[config.mk]
export PLATFORM = sky130hd
export DESIGN_NAME = decimal_text_to_fixed_point
export DESIGN_NICKNAME = d
export VERILOG_FILES = /design/src/rtl/core/dtfp_pkg.sv /design/src/rtl/core/decimal_text_to_fixed_point.sv /design/src/rtl/core/dtfp_parse_core.sv
export SDC_FILE = /design/constraint.sdc
export NUM_CORES = 1
export LEC_CHECK = 0
export ABC_AREA = 1
export BUFFER_PORTS_ARGS = -buffer_cell sky130_fd_sc_hd__buf_2
export CORE_MARGIN = 2
export CORE_UTILIZATION = 60
export CTS_CLUSTER_SIZE = 24
export DETAILED_ROUTE_END_ITERATION = 8
export PLACE_DENSITY = 0.79
export SLEW_MARGIN = 25
export SYNTH_ARGS = -nofsm -noshare
export SYNTH_HDL_FRONTEND = slang
export SYNTH_SLANG_ARGS = --single-unit
[constraint.sdc]
create_clock -name aclk -period 8.5 [get_ports aclk]
set_clock_uncertainty 0.15 [all_clocks]
set_input_delay 0.85 -clock aclk [delete_from_list [all_inputs] [get_ports aclk]]
set_output_delay 0.85 -clock aclk [all_outputs]
set_load 0.05 [all_outputs]
[src/rtl/core/dtfp_pkg.sv]
package dtfp_pkg;

    localparam int CHAR_W  = 8;
    localparam int VALUE_W = 61;
    localparam int DATA_W  = 64;
    localparam int INT_W   = 60;

    // ascii codes the parser looks for
    localparam logic [CHAR_W-1:0] CH_PLUS  = 8'h2B;
    localparam logic [CHAR_W-1:0] CH_MINUS = 8'h2D;
    localparam logic [CHAR_W-1:0] CH_DOT   = 8'h2E;
    localparam logic [CHAR_W-1:0] CH_ZERO  = 8'h30;
    localparam logic [CHAR_W-1:0] CH_NINE  = 8'h39;

    // largest integer-part magnitude in result units, and integer limit before a digit append
    localparam logic [63:0]      UNITS_CEILING = 64'd900000000000000000;
    localparam logic [INT_W-1:0] INT_OVF_LIMIT = 60'd90000000000000000;

    // widest legal result magnitude over the whole fraction digit range
    localparam logic signed [VALUE_W-1:0] SCALED_LIMIT = 61'sd900000000099999999;

    typedef enum logic [1:0] {
        ERR_NONE      = 2'd0,
        ERR_MALFORMED = 2'd1,
        ERR_DECIMALS  = 2'd2,
        ERR_RANGE     = 2'd3
    } dtfp_err_t;

    typedef enum logic [2:0] {
        PH_START = 3'b001,
        PH_INT   = 3'b010,
        PH_FRAC  = 3'b100
    } dtfp_phase_t;

    typedef struct packed {
        logic [VALUE_W-1:0] value;
        dtfp_err_t          err;
    } dtfp_result_t;

    // power of ten, only evaluated at elaboration
    function automatic logic [63:0] pow10(input int n);
        logic [63:0] p;
        p = 64'd1;
        for (int k = 0; k < n; k++) begin
            p = p * 64'd10;
        end
        return p;
    endfunction

endpackage

[src/rtl/core/decimal_text_to_fixed_point.sv]
// Decimal text to fixed point. Feed one ASCII character per item on the s_ side
// (optional sign, integer digits, optional '.' and up to FRACTION_DIGITS fraction
// digits) with s_tlast on the final character; that character produces one item on
// the m_ side holding the signed value in units of 10^-FRACTION_DIGITS in m_tdata
// and the error code in m_tuser (0 ok, 1 malformed, 2 too many decimals, 3 out of
// range; the value is zero on any error). One character is taken every cycle while
// the m_ side keeps up. The last character of a number is held in the input register
// while the single-pass accumulator update (a multiply-by-ten adder on the running
// total for integer digits, a weighted add for fraction digits) forms the value
// loaded into the result register, which presents it on the m_ side. A result held by
// a low m_tready stalls the input once the input register is also full. Other
// characters give no output item.
module decimal_text_to_fixed_point #(
    parameter int FRACTION_DIGITS = 4
) (
    input  logic        aclk,
    input  logic        aresetn,
    input  logic        s_tvalid,
    output logic        s_tready,
    input  logic [7:0]  s_tdata,   // [7:0] char_code
    input  logic        s_tlast,   // last_char
    output logic        m_tvalid,
    input  logic        m_tready,
    output logic [63:0] m_tdata,   // [60:0] scaled_value, [63:61] zero
    output logic [1:0]  m_tuser    // [1:0] error_code
);
    import dtfp_pkg::*;

    logic              in_valid_reg;
    logic [CHAR_W-1:0] in_char_reg;
    logic              in_last_reg;
    logic              out_valid_reg;
    dtfp_result_t      out_res_reg;
    dtfp_result_t      result;
    logic              advance;
    logic              step;

    // output register frees up when empty or taken
    assign advance  = !out_valid_reg || m_tready;
    assign s_tready = !in_valid_reg || advance;
    assign step     = in_valid_reg && advance;

    // input register
    always_ff @(posedge aclk) begin
        if (!aresetn) begin
            in_valid_reg <= 1'b0;
        end else if (s_tready) begin
            in_valid_reg <= s_tvalid;
        end
    end

    always_ff @(posedge aclk) begin
        if (s_tvalid && s_tready) begin
            in_char_reg <= s_tdata;
            in_last_reg <= s_tlast;
        end
    end

    dtfp_parse_core #(
        .FRACTION_DIGITS (FRACTION_DIGITS)
    ) u_core (
        .aclk      (aclk),
        .aresetn   (aresetn),
        .step      (step),
        .char_code (in_char_reg),
        .last_char (in_last_reg),
        .result    (result)
    );

    // result register, loaded on the last character of a number
    always_ff @(posedge aclk) begin
        if (!aresetn) begin
            out_valid_reg <= 1'b0;
        end else if (advance) begin
            out_valid_reg <= step && in_last_reg;
        end
    end

    always_ff @(posedge aclk) begin
        if (step && in_last_reg) begin
            out_res_reg <= result;
        end
    end

    assign m_tvalid = out_valid_reg;
    assign m_tdata  = {{(DATA_W-VALUE_W){1'b0}}, out_res_reg.value};
    assign m_tuser  = out_res_reg.err;

endmodule

[src/rtl/core/dtfp_parse_core.sv]
module dtfp_parse_core #(
    parameter int FRACTION_DIGITS = 4
) (
    input  logic                        aclk,
    input  logic                        aresetn,
    input  logic                        step,
    input  logic [7:0]                  char_code,
    input  logic                        last_char,
    output dtfp_pkg::dtfp_result_t      result
);
    import dtfp_pkg::*;

    localparam logic [63:0] SCALE = pow10(FRACTION_DIGITS);
    localparam logic [INT_W-1:0] INT_BIG_EDGE = INT_W'(UNITS_CEILING / SCALE / 10);
    localparam int W_W   = $clog2(SCALE + 64'd1);
    localparam int CNT_W = $clog2(FRACTION_DIGITS + 1);
    localparam int IDX_W = (FRACTION_DIGITS > 1) ? $clog2(FRACTION_DIGITS) : 1;
    localparam int LUT_N = 1 << IDX_W;

    dtfp_phase_t        phase_reg, phase_next;
    logic               neg_reg, neg_next;
    logic [INT_W-1:0]   int_reg, int_next;
    logic               saw_reg, saw_next;
    logic               big_reg, big_next;
    logic [CNT_W-1:0]   count_reg, count_next;
    dtfp_err_t          err_reg, err_next;
    logic [VALUE_W-1:0] total_reg, total_next;

    logic [W_W-1:0]     frac_weight [LUT_N];
    logic [W_W-1:0]     weight;
    logic [W_W+3:0]     product;
    logic [VALUE_W-1:0] addend;
    logic [VALUE_W-1:0] base;
    logic [VALUE_W-1:0] total_upd;
    logic [3:0]         digit;
    logic               is_digit;
    logic               in_int;
    logic               big_hit;
    dtfp_err_t          err_end;

    // weight of each fraction position, in result units
    for (genvar k = 0; k < LUT_N; k++) begin : g_weight
        assign frac_weight[k] = (k < FRACTION_DIGITS) ?
                                W_W'(pow10(FRACTION_DIGITS - 1 - k)) : '0;
    end

    assign digit    = char_code[3:0];
    assign is_digit = (char_code >= CH_ZERO) && (char_code <= CH_NINE);
    assign in_int   = (phase_reg == PH_START) || (phase_reg == PH_INT);

    // signed running total: int part times scale, plus weighted fraction digits
    assign weight    = in_int ? W_W'(SCALE) : frac_weight[count_reg[IDX_W-1:0]];
    assign product   = (W_W+4)'(digit) * (W_W+4)'(weight);
    assign addend    = {{(VALUE_W-W_W-4){1'b0}}, product};
    assign base      = in_int ? ((total_reg << 3) + (total_reg << 1)) : total_reg;
    assign total_upd = neg_next ? (base - addend) : (base + addend);

    // integer part would pass the range limit after this digit
    assign big_hit = (int_reg > INT_BIG_EDGE) ||
                     ((int_reg == INT_BIG_EDGE) && (digit != 4'd0));

    // per-character state update
    always_comb begin
        phase_next = phase_reg;
        neg_next   = neg_reg;
        int_next   = int_reg;
        saw_next   = saw_reg;
        big_next   = big_reg;
        count_next = count_reg;
        err_next   = err_reg;
        total_next = total_reg;

        if (phase_reg == PH_START) begin
            phase_next = PH_INT;
        end

        if ((phase_reg == PH_START) && ((char_code == CH_PLUS) || (char_code == CH_MINUS))) begin
            neg_next = (char_code == CH_MINUS);
        end else if (in_int) begin
            if (char_code == CH_DOT) begin
                if (!saw_reg && (err_reg == ERR_NONE)) begin
                    err_next = ERR_MALFORMED;
                end
                phase_next = PH_FRAC;
            end else if (!is_digit) begin
                if (err_reg == ERR_NONE) begin
                    err_next = ERR_MALFORMED;
                end
            end else if (int_reg > INT_OVF_LIMIT) begin
                if (err_reg == ERR_NONE) begin
                    err_next = ERR_RANGE;
                end
            end else if (err_reg == ERR_NONE) begin
                int_next = (int_reg << 3) + (int_reg << 1) + INT_W'(digit);
                saw_next = 1'b1;
                big_next = big_reg | big_hit;
                if (!big_next) begin
                    total_next = total_upd;
                end
            end
        end else begin
            if (!is_digit) begin
                if (err_reg == ERR_NONE) begin
                    err_next = ERR_MALFORMED;
                end
            end else if (count_reg >= CNT_W'(FRACTION_DIGITS)) begin
                if (err_reg == ERR_NONE) begin
                    err_next = ERR_DECIMALS;
                end
            end else if (err_reg == ERR_NONE) begin
                count_next = count_reg + CNT_W'(1);
                total_next = total_upd;
            end
        end
    end

    // end-of-number checks and the result
    always_comb begin
        err_end = err_next;
        if ((phase_next != PH_FRAC) && !saw_next && (err_end == ERR_NONE)) begin
            err_end = ERR_MALFORMED;
        end
        if ((err_end == ERR_NONE) && big_next) begin
            err_end = ERR_RANGE;
        end
        result.err   = err_end;
        result.value = (err_end == ERR_NONE) ? total_next : '0;
    end

    // state registers, cleared at the end of each number
    always_ff @(posedge aclk) begin
        if (!aresetn || (step && last_char)) begin
            phase_reg <= PH_START;
            neg_reg   <= 1'b0;
            int_reg   <= '0;
            saw_reg   <= 1'b0;
            big_reg   <= 1'b0;
            count_reg <= '0;
            err_reg   <= ERR_NONE;
            total_reg <= '0;
        end else if (step) begin
            phase_reg <= phase_next;
            neg_reg   <= neg_next;
            int_reg   <= int_next;
            saw_reg   <= saw_next;
            big_reg   <= big_next;
            count_reg <= count_next;
            err_reg   <= err_next;
            total_reg <= total_next;
        end
    end

endmodule

==> impl_metrics.csv <==
group,metric,value,unit
synthesis,avgSynthCellArea,6.27,sq um
die,coreArea,41800,sq um
setup_path,r2r_start,"u_core.phase_reg[1]$_SDFFE_PP0P_",
synthesis,yosys.area.top_type,"ha_1",
sta,slew_headroom,31.5,%
power,power.internal,2.26,mW
synthesis,ys_top_cells_by_count,"836 x nand2_1, 616 x inv_1, 474 x nor2_1, 462 x a21oi_1, 258 x ha_1",
routing,firstDrtPassIters,8,
place,dp_hpwl,67700,um
clock_tree,h-tree-depth,1,
synthesis,synth-main-ff-cell,"dfxtp_1",
clock_tree,clk_pin_slew_worst_paths,0.06,ns
setup_path,worstPathRequired,8.64,ns
grt,grt_pass1_vias,25600,
clock_tree,tritoncts,"built",
setup_path,cp_max_fo,35,
synthesis,synth_seq_area_share,19.2,%
die,io_pins,81,
sta,slew_viol_final,0,
synthesis,synth_top_area_share,12.8,%
die,start_util,60.4,%
synthesis,synth_xor_area_share,4.79,%
final_layout,area_growth,6.62,%
clock_tree,clock_path_buffers,3,
die,rows,75,
power,max-vdd-ir-drop,164,uV
setup_path,timing.critical_path.mode_cell,"nand2_1",
synthesis,synth_compound_area_share,22.9,%
die,dieArea,43700,sq um
sta,final_hold_viol_count,0,
flow_run,cap_violations,0,
routing,wl_per_cell,18.5,um
synthesis,syn_area,25200,sq um
synthesis,ys_ff_latch,206,
sta,fmax,131,MHz
power,power_frac_clock,30.6,%
final_layout,finalNetCount,4337,
clock_tree,postCtsResizedCells,0,
setup_path,worstSetupEndpointType,"flip-flop",
place,postPlaceCellArea,26000,sq um
sta,finalSetupTns,0,ns
routing,ant_nets,0,
routing,drtIter0Drc,2764,
synthesis,netlist_instances,4027,
power,power.switching,1.66,mW
routing,dr_total_vias,27200,
routing,via_per_inst,5.90,
power,switching_share,42.4,%
setup_path,crit_path_start,"u_core.phase_reg[1]$_SDFFE_PP0P_",
final_layout,drive_above_1_share,4.87,%
power,power_leakage,12.6,nW
min_path,hold_class,"primary input to flip-flop",
power,seqPwrFrac,28.0,%
routing,drc,0,
clock_tree,clock_latency,0.58,ns
die,dieHeight,209,um
setup_path,arrival,7.78,ns
synthesis,synth-simple-area-share,27.3,%
power,comb_power_share,41.4,%
clock_tree,clock-sinks,206,
synthesis,synth.area.mux_share,0.0793,%
die,dieWidth,209,um
synthesis,synthArstFlopShare,0,%
clock_tree,cts_root_buffer,"clkbuf_16",
synthesis,synth_top_family_by_area,"simple AND/OR/NAND/NOR gates",
synthesis,synth_edf_count,72,
sta,worst_pin_slew,1.03,ns
grt,grt_pass1_wl,135000,um
synthesis,synthAdderAreaFrac,14.5,%
sta,period_needed,7.64,ns
min_path,hold_start,"s_tdata[4]",
routing,wl,85400,um
place,gp_congestion,1.08,
final_layout,design_area,26900,sq um
setup_path,crit_slowest_cell,"fa_1",
synthesis,synth_warnings,0,
sta,rsz0062_at_grt,"no",
run_status,status,"finished clean",
power,p_per_area,146,nW/um^2
sta,fin_crit_sh,89.9,%
grt,antenna_found_initial,2,
setup_path,crit_type,"flip-flop to flip-flop",
synthesis,synth_top_cells_by_area,"ha_1 13%, nand2_1 12%, dfxtp_1 11%",
synthesis,synth.most_common_cell,"nand2_1",
setup_path,start_kind,"flip-flop",
setup_path,slowest_delay,0.51,ns
final_layout,fillerInstances,4078,
clock_tree,cts_hold_buf,0,
grt,track_usage,38.3,%
grt,grt_overflow,0,
sta,setup_violations,0,
final_layout,seqCellArea,4840,sq um
clock_tree,post_cts_buffers,0,
synthesis,synthDistinctLibCells,60,
final_layout,multi_input_area,17600,sq um
clock_tree,numCtsBuffers,26,
place,place.port_buffers,77,
grt,grt_max_degree,85,
[through the flow]
step	power, mW	std cells	setup WS [ns]	hold WS, ns	util (%)
after global placement	2.68	4555	1.03	0.310	62.1
after floorplan	2.25	4029	1.82	0.298	-
after CTS	3.88	4604	1.00	0.288	64.4
final	3.92	4605	0.859	0.303	64.4
after detailed placement	2.69	4556	1.02	0.337	62.2
after global routing	4.11	4604	0.273	0.296	64.4
[logic make-up after synthesis]
family,after synthesis
other,1
buffers and inverters,725
XOR/XNOR,138
multiplexers,2
flip-flops,206
AO/OA/AOI/OAI,1013
AND/OR/NAND/NOR,1663
adder cells (fa/ha/maj),279
[worst max-delay path, delay by kind of cell (launching register included)]
family | cells | cell delay (ns)
AO/OA/AOI/OAI | 5 | 1.35
adder cells (fa/ha/maj) | 4 | 1.70
buffers and inverters | 6 | 0.51
flip-flops | 1 | 0.30
AND/OR/NAND/NOR | 21 | 3.31
[power groups by stage]
stage | clock network (mW) | registers [mW] | logic, mW
finish | 1.20 | 1.10 | 1.62
CTS | 1.21 | 1.09 | 1.58
floorplan | 0 | 1.14 | 1.10
detailed placement | 0 | 1.12 | 1.57
global route | 1.25 | 1.10 | 1.76
global placement | 0 | 1.11 | 1.57
[final timing paths]
check / to / slack, ns / depth (start not counted)
worst max-delay path: m_tdata[60]$_SDFFCE_PP0P_ / 0.86 / 36
worst min register to register: u_core.saw_reg$_SDFFE_PP0P_ / 0.34 / 2
worst max register to register: m_tdata[60]$_SDFFCE_PP0P_ / 0.86 / 36
worst min-delay path: in_char_reg[4]$_DFFE_PP_ / 0.30 / 1
[layer usage]
layer / global-route usage [%] / share of wire [%] / vias up
met3: 3.65 / 8.2 / 245
met5: 0 / 0.029 / -
li1: - / - / 13500
met4: 17.2 / 5.0 / 2
met1: 50.0 / 41 / 12300
met2: 64.5 / 45 / 1184
[cell usage in the layout (no fill, tap or decap), drive strengths merged, types with 5 or more instances in the layout]
cell	netlist	routed
nand3b	7	7
edfxtp	72	72
a21oi	462	462
or2	9	9
a31oi	49	49
o21a	24	24
fa	21	21
and2	5	5
o21bai	36	36
nor2	482	482
clkbuf	59	34
a21o	23	23
a21boi	16	16
o21ai	291	291
xnor2	68	68
nor3	42	42
o22ai	7	7
a211oi	24	24
clkinv	0	9
ha	258	258
buf	46	93
dfxtp	134	134
xor2	70	70
inv	620	622
o211ai	54	54
nand4	47	47
a221oi	9	9
nor4	17	17
nand3	206	206
nand2	839	839
[area by class of cell]
type | instances | area share (%)
repair buffers | 93 | 1.95
inverters | 620 | 8.66
multi-input cells | 3098 | 65.4
clock buffers | 34 | 2.80
flip-flops and latches | 206 | 18.0
clock inverters | 14 | 0.665
well taps | 539 | 2.51
diodes | 1 | 0.00930
No activity file was read; power rests on OpenSTA's default activity.
